File: config.mk
export PLATFORM = sky130hd
export DESIGN_NAME = ising_ring_spin_update_flat
export DESIGN_NICKNAME = d
export VERILOG_FILES = /design/src/rtl/isr_pkg.sv /design/src/rtl/isr_if.sv /design/src/rtl/isr_ram.sv /design/src/rtl/ising_ring_spin_update.sv /design/src/flat_wrapper.sv
export VERILOG_INCLUDE_DIRS = /design/src /design/src/rtl
export SDC_FILE = /design/constraint.sdc
export NUM_CORES = 2
export LEC_CHECK = 0
export BUFFER_PORTS_ARGS = -buffer_cell sky130_fd_sc_hd__buf_2
export CORE_MARGIN = 4
export CORE_UTILIZATION = 45
export DETAILED_ROUTE_END_ITERATION = 6
export GPL_TIMING_DRIVEN = 0
export PLACE_DENSITY_LB_ADDON = 0.05
export SYNTH_ARGS = -nofsm -noshare
export SYNTH_HDL_FRONTEND = slang
export SYNTH_SLANG_ARGS = --single-unit
File: constraint.sdc
create_clock -name clk -period 21 [get_ports clk]
set_input_delay 3.15 -clock clk [delete_from_list [all_inputs] [get_ports clk]]
set_output_delay 3.15 -clock clk [all_outputs]
set_load 0.01 [all_outputs]
File: src/rtl/assert_macros.svh
// ----------------------------------------------------------------------------
// assertion macros
// concurrent checks that vanish when SYNTHESIS is defined
// ----------------------------------------------------------------------------
`ifndef ASSERT_MACROS_SVH
`define ASSERT_MACROS_SVH

`ifndef SYNTHESIS

// property holds at every clock edge outside reset
`define ASSERT_ALWAYS(label, clk, rst, prop) \
  label: assert property (@(posedge clk) disable iff (rst) (prop)) \
    else $error("assertion failed: invariant");

// antecedent in this cycle implies consequent in the same cycle or a sequence
`define ASSERT_IMPLIES(label, clk, rst, ante, cons) \
  label: assert property (@(posedge clk) disable iff (rst) (ante) |-> cons) \
    else $error("assertion failed: implication");

// antecedent in this cycle implies consequent in the next cycle
`define ASSERT_IMPLIES_NEXT(label, clk, rst, ante, cons) \
  label: assert property (@(posedge clk) disable iff (rst) (ante) |=> (cons)) \
    else $error("assertion failed: next-cycle implication");

`else

`define ASSERT_ALWAYS(label, clk, rst, prop)
`define ASSERT_IMPLIES(label, clk, rst, ante, cons)
`define ASSERT_IMPLIES_NEXT(label, clk, rst, ante, cons)

`endif

`endif

File: src/rtl/isr_pkg.sv
// ----------------------------------------------------------------------------
// isr_pkg
// shared widths, register indexes and reset values of the ising ring updater
// ----------------------------------------------------------------------------
`default_nettype none

package isr_pkg;

  // ring geometry
  localparam int MAX_SITES = 1024;
  localparam int SITE_W    = $clog2(MAX_SITES);
  localparam int NUM_W     = SITE_W + 1;

  // spin memory organized as rows of bits
  localparam int ROW_BITS  = 8;
  localparam int BIT_W     = $clog2(ROW_BITS);
  localparam int ROWS      = MAX_SITES / ROW_BITS;
  localparam int ROW_W     = SITE_W - BIT_W;

  // probabilities
  localparam int PROB_BITS = 16;
  localparam int TH_BITS   = PROB_BITS + 1;
  localparam int TAB_W     = 3 * TH_BITS;

  // running totals
  localparam int TOT_W     = 12;

  // configuration port
  localparam int CFG_IDX_W  = 3;
  localparam int CFG_DATA_W = TAB_W;

  localparam logic [CFG_IDX_W-1:0] CFG_MODE       = CFG_IDX_W'(0);
  localparam logic [CFG_IDX_W-1:0] CFG_NUM_SITES  = CFG_IDX_W'(1);
  localparam logic [CFG_IDX_W-1:0] CFG_METRO_UP   = CFG_IDX_W'(2);
  localparam logic [CFG_IDX_W-1:0] CFG_METRO_DOWN = CFG_IDX_W'(3);
  localparam logic [CFG_IDX_W-1:0] CFG_GIBBS      = CFG_IDX_W'(4);

  // update modes and item functions
  localparam logic MODE_METRO = 1'b0;
  localparam logic MODE_GIBBS = 1'b1;
  localparam logic FUNC_UPDATE = 1'b0;
  localparam logic FUNC_LOAD   = 1'b1;

  // reset values
  localparam logic [NUM_W-1:0] NUM_MIN   = NUM_W'(2);
  localparam logic [NUM_W-1:0] NUM_MAX   = NUM_W'(MAX_SITES);
  localparam logic [NUM_W-1:0] NUM_RESET = NUM_W'(MAX_SITES);
  localparam logic [TAB_W-1:0] METRO_RESET = TAB_W'(51'd1125908496842752);
  localparam logic [TAB_W-1:0] GIBBS_RESET = TAB_W'(51'd562954248421376);

endpackage

`default_nettype wire

File: src/rtl/isr_if.sv
// ----------------------------------------------------------------------------
// isr_if
// valid/ready channels for input items and result items
// ----------------------------------------------------------------------------
`default_nettype none

interface isr_in_if;
  logic                         valid;
  logic                         ready;
  logic                         func;
  logic [isr_pkg::SITE_W-1:0]   site;
  logic                         proposed_spin;
  logic [isr_pkg::PROB_BITS-1:0] rand_u;

  modport source (output valid, func, site, proposed_spin, rand_u, input ready);
  modport sink   (input valid, func, site, proposed_spin, rand_u, output ready);
endinterface

interface isr_out_if;
  logic                             valid;
  logic                             ready;
  logic [isr_pkg::SITE_W-1:0]       out_site;
  logic                             new_spin;
  logic                             accepted;
  logic signed [isr_pkg::TOT_W-1:0] magnetization;
  logic signed [isr_pkg::TOT_W-1:0] bond_sum;

  modport source (output valid, out_site, new_spin, accepted, magnetization, bond_sum,
                  input ready);
  modport sink   (input valid, out_site, new_spin, accepted, magnetization, bond_sum,
                  output ready);
endinterface

`default_nettype wire

File: src/rtl/isr_ram.sv
// ----------------------------------------------------------------------------
// isr_ram
// generic single-write, single-read memory with registered read data
// ----------------------------------------------------------------------------
`default_nettype none

module isr_ram #(
  parameter int WIDTH = 8,
  parameter int DEPTH = 128
) (
  input  wire logic                     clk,
  input  wire logic                     we,
  input  wire logic [$clog2(DEPTH)-1:0] waddr,
  input  wire logic [WIDTH-1:0]         wdata,
  input  wire logic [$clog2(DEPTH)-1:0] raddr,
  output      logic [WIDTH-1:0]         rdata
);

  logic [WIDTH-1:0] mem [DEPTH];

  always_ff @(posedge clk) begin
    if (we) begin
      mem[waddr] <= wdata;
    end
    rdata <= mem[raddr];
  end

endmodule

`default_nettype wire

File: src/rtl/ising_ring_spin_update.sv
// ising_ring_spin_update: one item in flight, three reads of the spin memory per item
// a new item is taken only in idle, after the left, right and own-row reads of the
//   single read port of the spin memory and the write-back of the item before it;
//   the result is registered at write-back, which stalls while a result is untaken
// reset: config to defaults, ring all up, totals = num_sites; spin rows carry valid
//   bits so reset and num_sites writes take effect at once, with no clearing pass
// ----------------------------------------------------------------------------
// ising_ring_spin_update
// metropolis / gibbs single-site update of a periodic 1-d ising ring
// ----------------------------------------------------------------------------
`default_nettype none
`include "assert_macros.svh"

module ising_ring_spin_update (
  input  wire logic                             clk,
  input  wire logic                             rst,
  input  wire logic                             cfg_we,
  input  wire logic [isr_pkg::CFG_IDX_W-1:0]    cfg_index,
  input  wire logic [isr_pkg::CFG_DATA_W-1:0]   cfg_data,
  isr_in_if.sink                                in_item,
  isr_out_if.source                             out_item
);

  // sequencer codes
  localparam logic [2:0] S_IDLE = 3'd0;  // waiting for an item
  localparam logic [2:0] S_RD_L = 3'd1;  // read row of left neighbour
  localparam logic [2:0] S_RD_R = 3'd2;  // read row of right neighbour
  localparam logic [2:0] S_RD_S = 3'd3;  // read row of the site itself
  localparam logic [2:0] S_WB   = 3'd4;  // decide, write back, load result

  // configuration registers
  logic                              mode;
  logic [isr_pkg::NUM_W-1:0]         num_sites;
  logic [isr_pkg::TAB_W-1:0]         metro_up;
  logic [isr_pkg::TAB_W-1:0]         metro_down;
  logic [isr_pkg::TAB_W-1:0]         gibbs;
  logic [isr_pkg::NUM_W-1:0]         num_clamped;

  // running totals
  logic signed [isr_pkg::TOT_W-1:0]  magnet_total;
  logic signed [isr_pkg::TOT_W-1:0]  bond_total;
  logic signed [isr_pkg::TOT_W-1:0]  magnet_next;
  logic signed [isr_pkg::TOT_W-1:0]  bond_next;
  logic signed [isr_pkg::TOT_W-1:0]  bond_delta;

  // sequencer and item registers
  logic [2:0]                        state;
  logic [2:0]                        state_next;
  logic                              item_func;
  logic [isr_pkg::SITE_W-1:0]        item_site;
  logic                              item_prop;
  logic [isr_pkg::PROB_BITS-1:0]     item_rand;
  logic                              item_ok;
  logic [isr_pkg::SITE_W-1:0]        left_site;
  logic [isr_pkg::SITE_W-1:0]        right_site;
  logic                              left_spin;
  logic                              right_spin;

  // neighbour addresses of the incoming item
  logic [isr_pkg::SITE_W-1:0]        in_left;
  logic [isr_pkg::SITE_W-1:0]        in_right;
  logic [isr_pkg::NUM_W-1:0]         in_site_inc;

  // spin memory
  logic [isr_pkg::ROWS-1:0]          row_valid;
  logic                              rd_valid;
  logic [isr_pkg::ROW_W-1:0]         raddr;
  logic [isr_pkg::ROW_BITS-1:0]      rdata;
  logic [isr_pkg::ROW_BITS-1:0]      row_word;
  logic [isr_pkg::ROW_BITS-1:0]      wdata;
  logic                              ram_we;

  // decision
  logic [1:0]                        nidx;
  logic                              cur_spin;
  logic                              nxt_spin;
  logic                              acc_c;
  logic [isr_pkg::TAB_W-1:0]         tab_sel;
  logic [isr_pkg::TH_BITS-1:0]       th;
  logic                              below;
  logic                              wb_fire;
  logic                              in_fire;
  logic                              change;

  // result register
  logic                              out_valid;
  logic [isr_pkg::SITE_W-1:0]        out_site_q;
  logic                              out_spin_q;
  logic                              out_acc_q;
  logic signed [isr_pkg::TOT_W-1:0]  out_mag_q;
  logic signed [isr_pkg::TOT_W-1:0]  out_bond_q;

  isr_ram #(
    .WIDTH (isr_pkg::ROW_BITS),
    .DEPTH (isr_pkg::ROWS)
  ) u_spin_ram (
    .clk   (clk),
    .we    (ram_we),
    .waddr (item_site[isr_pkg::SITE_W-1:isr_pkg::BIT_W]),
    .wdata (wdata),
    .raddr (raddr),
    .rdata (rdata)
  );

  // ---------------------------------------------------------------------------
  // configuration
  // ---------------------------------------------------------------------------

  // ring length clamped to 2 .. MAX_SITES
  always_comb begin
    num_clamped = cfg_data[isr_pkg::NUM_W-1:0];
    priority if (num_clamped < isr_pkg::NUM_MIN) begin
      num_clamped = isr_pkg::NUM_MIN;
    end else if (num_clamped > isr_pkg::NUM_MAX) begin
      num_clamped = isr_pkg::NUM_MAX;
    end
  end

  always_ff @(posedge clk) begin
    if (rst) begin
      mode       <= isr_pkg::MODE_METRO;
      num_sites  <= isr_pkg::NUM_RESET;
      metro_up   <= isr_pkg::METRO_RESET;
      metro_down <= isr_pkg::METRO_RESET;
      gibbs      <= isr_pkg::GIBBS_RESET;
    end else if (cfg_we) begin
      unique case (cfg_index)
        isr_pkg::CFG_MODE:       mode       <= cfg_data[0];
        isr_pkg::CFG_NUM_SITES:  num_sites  <= num_clamped;
        isr_pkg::CFG_METRO_UP:   metro_up   <= cfg_data;
        isr_pkg::CFG_METRO_DOWN: metro_down <= cfg_data;
        isr_pkg::CFG_GIBBS:      gibbs      <= cfg_data;
        default: ;
      endcase
    end
  end

  // ---------------------------------------------------------------------------
  // sequencer: accept, three row reads, write-back
  // ---------------------------------------------------------------------------

  assign in_item.ready = (state == S_IDLE);
  assign in_fire       = in_item.valid && in_item.ready;
  assign wb_fire       = (state == S_WB) && (!out_valid || out_item.ready);

  // ring neighbours with wrap-around at both ends
  assign in_site_inc = {1'b0, in_item.site} + isr_pkg::NUM_W'(1);
  assign in_left  = (in_item.site == '0) ? isr_pkg::SITE_W'(num_sites - isr_pkg::NUM_W'(1))
                                         : in_item.site - isr_pkg::SITE_W'(1);
  assign in_right = (in_site_inc >= num_sites) ? '0 : in_site_inc[isr_pkg::SITE_W-1:0];

  always_comb begin
    state_next = state;
    unique case (state)
      S_IDLE:  if (in_fire) state_next = S_RD_L;
      S_RD_L:  state_next = S_RD_R;
      S_RD_R:  state_next = S_RD_S;
      S_RD_S:  state_next = S_WB;
      S_WB:    if (wb_fire) state_next = S_IDLE;
      default: state_next = S_IDLE;
    endcase
  end

  always_ff @(posedge clk) begin
    if (rst) begin
      state <= S_IDLE;
    end else begin
      state <= state_next;
    end
  end

  always_ff @(posedge clk) begin
    if (in_fire) begin
      item_func  <= in_item.func;
      item_site  <= in_item.site;
      item_prop  <= in_item.proposed_spin;
      item_rand  <= in_item.rand_u;
      item_ok    <= ({1'b0, in_item.site} < num_sites);
      left_site  <= in_left;
      right_site <= in_right;
    end
    // read data arrives in the cycle after the address
    if (state == S_RD_R) begin
      left_spin <= row_word[left_site[isr_pkg::BIT_W-1:0]];
    end
    if (state == S_RD_S) begin
      right_spin <= row_word[right_site[isr_pkg::BIT_W-1:0]];
    end
  end

  // ---------------------------------------------------------------------------
  // spin memory access; a row never written since reset or resize reads all up
  // ---------------------------------------------------------------------------

  always_comb begin
    unique case (state)
      S_RD_L:  raddr = left_site[isr_pkg::SITE_W-1:isr_pkg::BIT_W];
      S_RD_R:  raddr = right_site[isr_pkg::SITE_W-1:isr_pkg::BIT_W];
      default: raddr = item_site[isr_pkg::SITE_W-1:isr_pkg::BIT_W];
    endcase
  end

  assign row_word = rd_valid ? rdata : '1;

  always_ff @(posedge clk) begin
    if (rst) begin
      row_valid <= '0;
      rd_valid  <= 1'b0;
    end else begin
      rd_valid <= row_valid[raddr];
      if (cfg_we && (cfg_index == isr_pkg::CFG_NUM_SITES)) begin
        row_valid <= '0;
      end else if (ram_we) begin
        row_valid[item_site[isr_pkg::SITE_W-1:isr_pkg::BIT_W]] <= 1'b1;
      end
    end
  end

  // ---------------------------------------------------------------------------
  // acceptance decision in the write-back cycle
  // ---------------------------------------------------------------------------

  // neighbour sum -2, 0, +2 maps to table field 0, 1, 2
  assign nidx     = {1'b0, left_spin} + {1'b0, right_spin};
  assign cur_spin = row_word[item_site[isr_pkg::BIT_W-1:0]];

  always_comb begin
    priority if (mode == isr_pkg::MODE_GIBBS) begin
      tab_sel = gibbs;
    end else if (cur_spin) begin
      tab_sel = metro_up;
    end else begin
      tab_sel = metro_down;
    end
  end

  always_comb begin
    unique case (nidx)
      2'd0:    th = tab_sel[0*isr_pkg::TH_BITS +: isr_pkg::TH_BITS];
      2'd1:    th = tab_sel[1*isr_pkg::TH_BITS +: isr_pkg::TH_BITS];
      2'd2:    th = tab_sel[2*isr_pkg::TH_BITS +: isr_pkg::TH_BITS];
      default: th = '0;
    endcase
  end

  assign below = ({1'b0, item_rand} < th);

  always_comb begin
    nxt_spin = cur_spin;
    acc_c    = 1'b1;
    priority if (item_func == isr_pkg::FUNC_LOAD) begin
      nxt_spin = item_prop;
    end else if (mode == isr_pkg::MODE_GIBBS) begin
      nxt_spin = below;
    end else if (item_prop != cur_spin) begin
      // metropolis flip proposal
      acc_c    = below;
      nxt_spin = below ? item_prop : cur_spin;
    end
  end

  assign change = item_ok && (nxt_spin != cur_spin);
  assign ram_we = wb_fire && change;

  always_comb begin
    wdata = row_word;
    wdata[item_site[isr_pkg::BIT_W-1:0]] = nxt_spin;
  end

  // bond change is delta * nsum, i.e. +-4 or 0
  always_comb begin
    unique case (nidx)
      2'd0:    bond_delta = -isr_pkg::TOT_W'(4);
      2'd2:    bond_delta = isr_pkg::TOT_W'(4);
      default: bond_delta = '0;
    endcase
    if (!nxt_spin) begin
      bond_delta = -bond_delta;
    end
  end

  always_comb begin
    magnet_next = magnet_total;
    bond_next   = bond_total;
    if (change) begin
      magnet_next = nxt_spin ? magnet_total + isr_pkg::TOT_W'(2)
                             : magnet_total - isr_pkg::TOT_W'(2);
      bond_next   = bond_total + bond_delta;
    end
  end

  always_ff @(posedge clk) begin
    if (rst) begin
      magnet_total <= isr_pkg::TOT_W'(isr_pkg::NUM_RESET);
      bond_total   <= isr_pkg::TOT_W'(isr_pkg::NUM_RESET);
    end else if (cfg_we && (cfg_index == isr_pkg::CFG_NUM_SITES)) begin
      magnet_total <= isr_pkg::TOT_W'(num_clamped);
      bond_total   <= isr_pkg::TOT_W'(num_clamped);
    end else if (wb_fire) begin
      magnet_total <= magnet_next;
      bond_total   <= bond_next;
    end
  end

  // ---------------------------------------------------------------------------
  // result register
  // ---------------------------------------------------------------------------

  always_ff @(posedge clk) begin
    if (rst) begin
      out_valid <= 1'b0;
    end else if (wb_fire) begin
      out_valid <= 1'b1;
    end else if (out_item.ready) begin
      out_valid <= 1'b0;
    end
  end

  always_ff @(posedge clk) begin
    if (wb_fire) begin
      out_site_q <= item_site;
      out_spin_q <= item_ok && nxt_spin;
      out_acc_q  <= item_ok && acc_c;
      out_mag_q  <= magnet_next;
      out_bond_q <= bond_next;
    end
  end

  assign out_item.valid         = out_valid;
  assign out_item.out_site      = out_site_q;
  assign out_item.new_spin      = out_spin_q;
  assign out_item.accepted      = out_acc_q;
  assign out_item.magnetization = out_mag_q;
  assign out_item.bond_sum      = out_bond_q;

  // ---------------------------------------------------------------------------
  // checks
  // ---------------------------------------------------------------------------

  // an accepted item reaches write-back after its three reads
  `ASSERT_IMPLIES(a_wb_timing, clk, rst, in_fire, ##4 (state == S_WB))

  // resizing the ring drops every stored row
  `ASSERT_IMPLIES_NEXT(a_resize_clears, clk, rst,
    cfg_we && (cfg_index == isr_pkg::CFG_NUM_SITES), row_valid == '0)

  // a sum of num_sites values of +-1 shares its parity with num_sites
  `ASSERT_ALWAYS(a_magnet_parity, clk, rst, magnet_total[0] == num_sites[0])

  // the count of broken bonds is even, so the bond sum matches num_sites mod 4
  `ASSERT_ALWAYS(a_bond_mod4, clk, rst, bond_total[1:0] == num_sites[1:0])

endmodule

`default_nettype wire
File: src/flat_wrapper.sv
// flat-port wrapper written by rule: the top's interface ports become plain ports
module ising_ring_spin_update_flat 
  (clk, rst, cfg_we, cfg_index, cfg_data, in_item_valid, in_item_func, in_item_site, in_item_proposed_spin, in_item_rand_u, in_item_ready, out_item_valid, out_item_out_site, out_item_new_spin, out_item_accepted, out_item_magnetization, out_item_bond_sum, out_item_ready);
  isr_in_if in_item_i ();
  isr_out_if out_item_i ();
  input  wire logic clk;
  input  wire logic rst;
  input  wire logic cfg_we;
  input  wire logic [isr_pkg::CFG_IDX_W-1:0] cfg_index;
  input  wire logic [isr_pkg::CFG_DATA_W-1:0] cfg_data;
  input wire logic [$bits(in_item_i.valid)-1:0] in_item_valid;
  input wire logic [$bits(in_item_i.func)-1:0] in_item_func;
  input wire logic [$bits(in_item_i.site)-1:0] in_item_site;
  input wire logic [$bits(in_item_i.proposed_spin)-1:0] in_item_proposed_spin;
  input wire logic [$bits(in_item_i.rand_u)-1:0] in_item_rand_u;
  output wire logic [$bits(in_item_i.ready)-1:0] in_item_ready;
  output wire logic [$bits(out_item_i.valid)-1:0] out_item_valid;
  output wire logic [$bits(out_item_i.out_site)-1:0] out_item_out_site;
  output wire logic [$bits(out_item_i.new_spin)-1:0] out_item_new_spin;
  output wire logic [$bits(out_item_i.accepted)-1:0] out_item_accepted;
  output wire logic [$bits(out_item_i.magnetization)-1:0] out_item_magnetization;
  output wire logic [$bits(out_item_i.bond_sum)-1:0] out_item_bond_sum;
  input wire logic [$bits(out_item_i.ready)-1:0] out_item_ready;
  assign in_item_i.valid = in_item_valid;
  assign in_item_i.func = in_item_func;
  assign in_item_i.site = in_item_site;
  assign in_item_i.proposed_spin = in_item_proposed_spin;
  assign in_item_i.rand_u = in_item_rand_u;
  assign in_item_ready = in_item_i.ready;
  assign out_item_valid = out_item_i.valid;
  assign out_item_out_site = out_item_i.out_site;
  assign out_item_new_spin = out_item_i.new_spin;
  assign out_item_accepted = out_item_i.accepted;
  assign out_item_magnetization = out_item_i.magnetization;
  assign out_item_bond_sum = out_item_i.bond_sum;
  assign out_item_i.ready = out_item_ready;
  ising_ring_spin_update u_core (.clk(clk), .rst(rst), .cfg_we(cfg_we), .cfg_index(cfg_index), .cfg_data(cfg_data), .in_item(in_item_i), .out_item(out_item_i));
endmodule
==> reports/metrics.yaml <==
run_status:
  outcome: "finished, violations left"
  violations: "capacitance limit, slew limit"
synth:
  synth_edf_count: 1110
  yosysMostFrequentCell: "edfxtp_1"
  ys_seq_area_share_pct: 67.4
  syn-num-nets: 4169
  synth_cell_type_count: 76
  yosys-top-cells-count: "edfxtp_1, nand2_1, a21oi_1"
  async_flop_share_pct: 0
  synth_area_leaders: "edfxtp_1, dfxtp_1, mux4_2"
  yosys_warnings: 0
  netlist_area_sq_um: 59200
  ys.flop_type: "edfxtp_1"
  ys_ff_latch: 1439
  synth.avg_cell_area_sq_um: 14.7
  synth_top_area_cell: "edfxtp_1"
  synth.top_cell.area_share_pct: 56.3
  syn-instance-count: 4020
place:
  gp_congestion: 0.914
  hpwlAfterDp_mm: 124
  dp.cells: 5915
  numPortBuffers: 122
drt:
  vias: 36200
  ant_nets: 0
  routed_wl_mm: 175
  dr.pass1.iters: 7
  wl_per_cell_um: 28.2
  drc: 0
  vias_per_cell: 5.83
  drt_iter0_markers: 3759
power:
  pwr-share-seq_pct: 45.8
  switching_share_pct: 26.3
  p_per_area_nw_per_um2: 104
  pwr-share-clk_pct: 39.2
  ir_worst_vdd_mv: 0.0687
  p_leak_nw: 21.8
  finalPower_w: 0.00704
  p_int_w: 0.00519
  power.switching_w: 0.00185
  pwr-share-comb_pct: 15.0
critical_path:
  arrival_ns: 10.04
  critPathLaunchType: "flop"
  crit_path_end_kind: "flop"
  critPathMaxFanout: 10
  required_ns: 21.39
  worstSetupPathType: "flop to flop"
  worstRegToRegCells: 22
clock_network:
  root_buffer: "clkbuf_16"
  postCtsSetupBuffers: 0
  cts_made_buffers: 156
  post_cts_resized: 0
  hold_buffers: 0
  htreeDepth: 4
  path_clk_slew_ns: 0.06
  cts_num_sinks: 1439
  cts_tree: "built"
  clk_path_buf_depth: 3
  clk_latency_ns: 0.78
timing:
  worst_clock_skew_ns: 0.0202
  report.final.slew_viol_count: 10
  slew_headroom_pct: -1.83
  max_freq_mhz: 104
  fin_crit_sh_pct: 45.9
  finalHoldViolCount: 0
  fin_crit_ns: 9.65
  worstMarginPinSlew_ns: 1.52
  setup_tns_ns: 0
  setup_viol: 0
  rsz0062_at_grt: "no"
layout:
  final_util_pct: 52.2
  layout.filler_cells: 11000
  fin_nets: 4480
  areaGrowthSynthToFinish_pct: 14.7
  final_cells: 6203
  drive_above_1_share_pct: 18.4
run:
  maxCapViolCount: 1
grt:
  use_met2_pct: 40.7
  grt.total_usage_pct: 25.5
  antenna_found_initial: 3
  grt_pass1_vias: 35200
  grt_pass1_wl_mm: 252
  grt_use_met1_pct: 36.3
  grt_max_degree: 82
  use_met3_pct: 3.90
  overflow: 0
  busiest_layer: "met2"
hold_path:
  whs_path_depth: 0
  worstHoldPathType: "flop to flop"
floorplan:
  dieArea_sq_um: 137000
  initial_utilization_pct: 45.5
  rows: 132
  core_area_sq_um: 130000
  io_pins: 125
  dieHeight_um: 371
  die_w_um: 371
flip-flops by register name, indices dropped and copies added (netlist names), 11 cells and up:
| signal | cells |
|---|---|
| u_core.out_item.magnetization | 11 |
| u_core.metro_down | 51 |
| u_core.item_rand | 16 |
| u_core.out_item.bond_sum | 12 |
| u_core.gibbs | 51 |
| u_core.metro_up | 51 |
| u_core.u_spin_ram.mem | 1024 |
| u_core.row_valid | 128 |
| u_core.num_sites | 11 |
| u_core.bond_total | 12 |
| u_core.magnet_total | 11 |
power groups by stage:
| stage | Clock, W | Sequential (W) | Combinational [W] |
|---|---|---|---|
| 6_report | 0.00276 | 0.00322 | 0.00106 |
| 3_5_place_dp | 0 | 0.00328 | 0.00106 |
| 5_1_grt | 0.00292 | 0.00322 | 0.00112 |
| 4_1_cts | 0.00280 | 0.00322 | 0.00106 |
| 3_3_place_gp | 0 | 0.00336 | 0.000983 |
| 2_1_floorplan | 0 | 0.00330 | 0.000590 |
through the flow:
stage	area, sq um	setup slack (ns)	hold WS, ns
floorplan	59200	12.05	0.408
global placement	62000	3.98	0.442
detailed placement	62800	11.52	0.432
CTS	67900	11.51	0.448
global route	67900	11.23	0.460
finish	67900	11.35	0.447
worst max-delay path, cell delays in order, from the launching register on:
cell       delay (ns)
edfxtp_1         0.46
buf_2            0.21
mux2i_1          0.16
a32oi_1          0.58
nand2_1          0.23
clkbuf_1         0.33
clkbuf_1         0.45
nand2_1          0.18
a21oi_1          0.15
o41ai_1          0.73
ha_1             0.39
nand2_1          0.06
o21ai_0          0.09
a2111o_1         0.43
a221oi_1         0.77
o41a_1           0.42
a2111oi_2        0.12
or2_1            0.25
buf_4            0.18
nor2_2           0.32
nand3_1          0.97
clkbuf_1         0.82
nor2_1           0.90
cell type report:
class                      instances  area [sq um]  share of cell area (%)
sequential                      1439         39900                    58.8
multi-input combinational       2283         18100                    26.7
clock buffer                     215          4400                    6.48
tap                             1742          2180                    3.21
timing repair buffer             153          1290                    1.89
buffer                           258          1120                    1.65
clock inverter                    72           718                    1.06
inverter                          40           151                   0.223
antenna                            1          2.50                 0.00369
cells in the final DEF, fill, tap and decap left out, types with 26 or more instances in the layout:
master,n
a211oi_1,108
a21oi_1,399
buf_2,176
clkbuf_1,206
clkbuf_16,166
dfxtp_1,329
edfxtp_1,1110
ha_1,60
inv_1,38
mux2i_1,90
mux4_2,292
nand2_1,522
nand3_1,30
nor2_1,286
nor2b_1,77
nor3_1,26
o21a_1,31
o21ai_0,34
per-layer routing:
layer | vias up | share of wire [%]
met3 | 259 | 6.4
met5 | - | 0
met2 | 1287 | 47
met1 | 18600 | 43
met4 | 0 | 3.0
li1 | 16000 | -
path summary, 6_finish.rpt:
check                           slack [ns]                      endpoint                  from
worst min register to register        0.45   u_core.out_item.bond_sum[1]  u_core.bond_total[1]
worst max register to register       11.35  u_core.u_spin_ram.mem[57][1]   u_core.item_site[2]
worst min-delay path                  0.45   u_core.out_item.bond_sum[1]  u_core.bond_total[1]
worst max-delay path                 11.35  u_core.u_spin_ram.mem[57][1]   u_core.item_site[2]
kinds of logic after synthesis:
group / after synthesis / share of synthesized area (%)
compound gates: 729 / 7.50
xor+xnor: 33 / 0.488
fa+ha+maj: 62 / 1.34
buf+inv: 298 / 2.14
flops: 1439 / 67.4
mux: 408 / 13.1
simple gates: 1051 / 8.00
No activity file was read; power rests on OpenSTA's default activity.
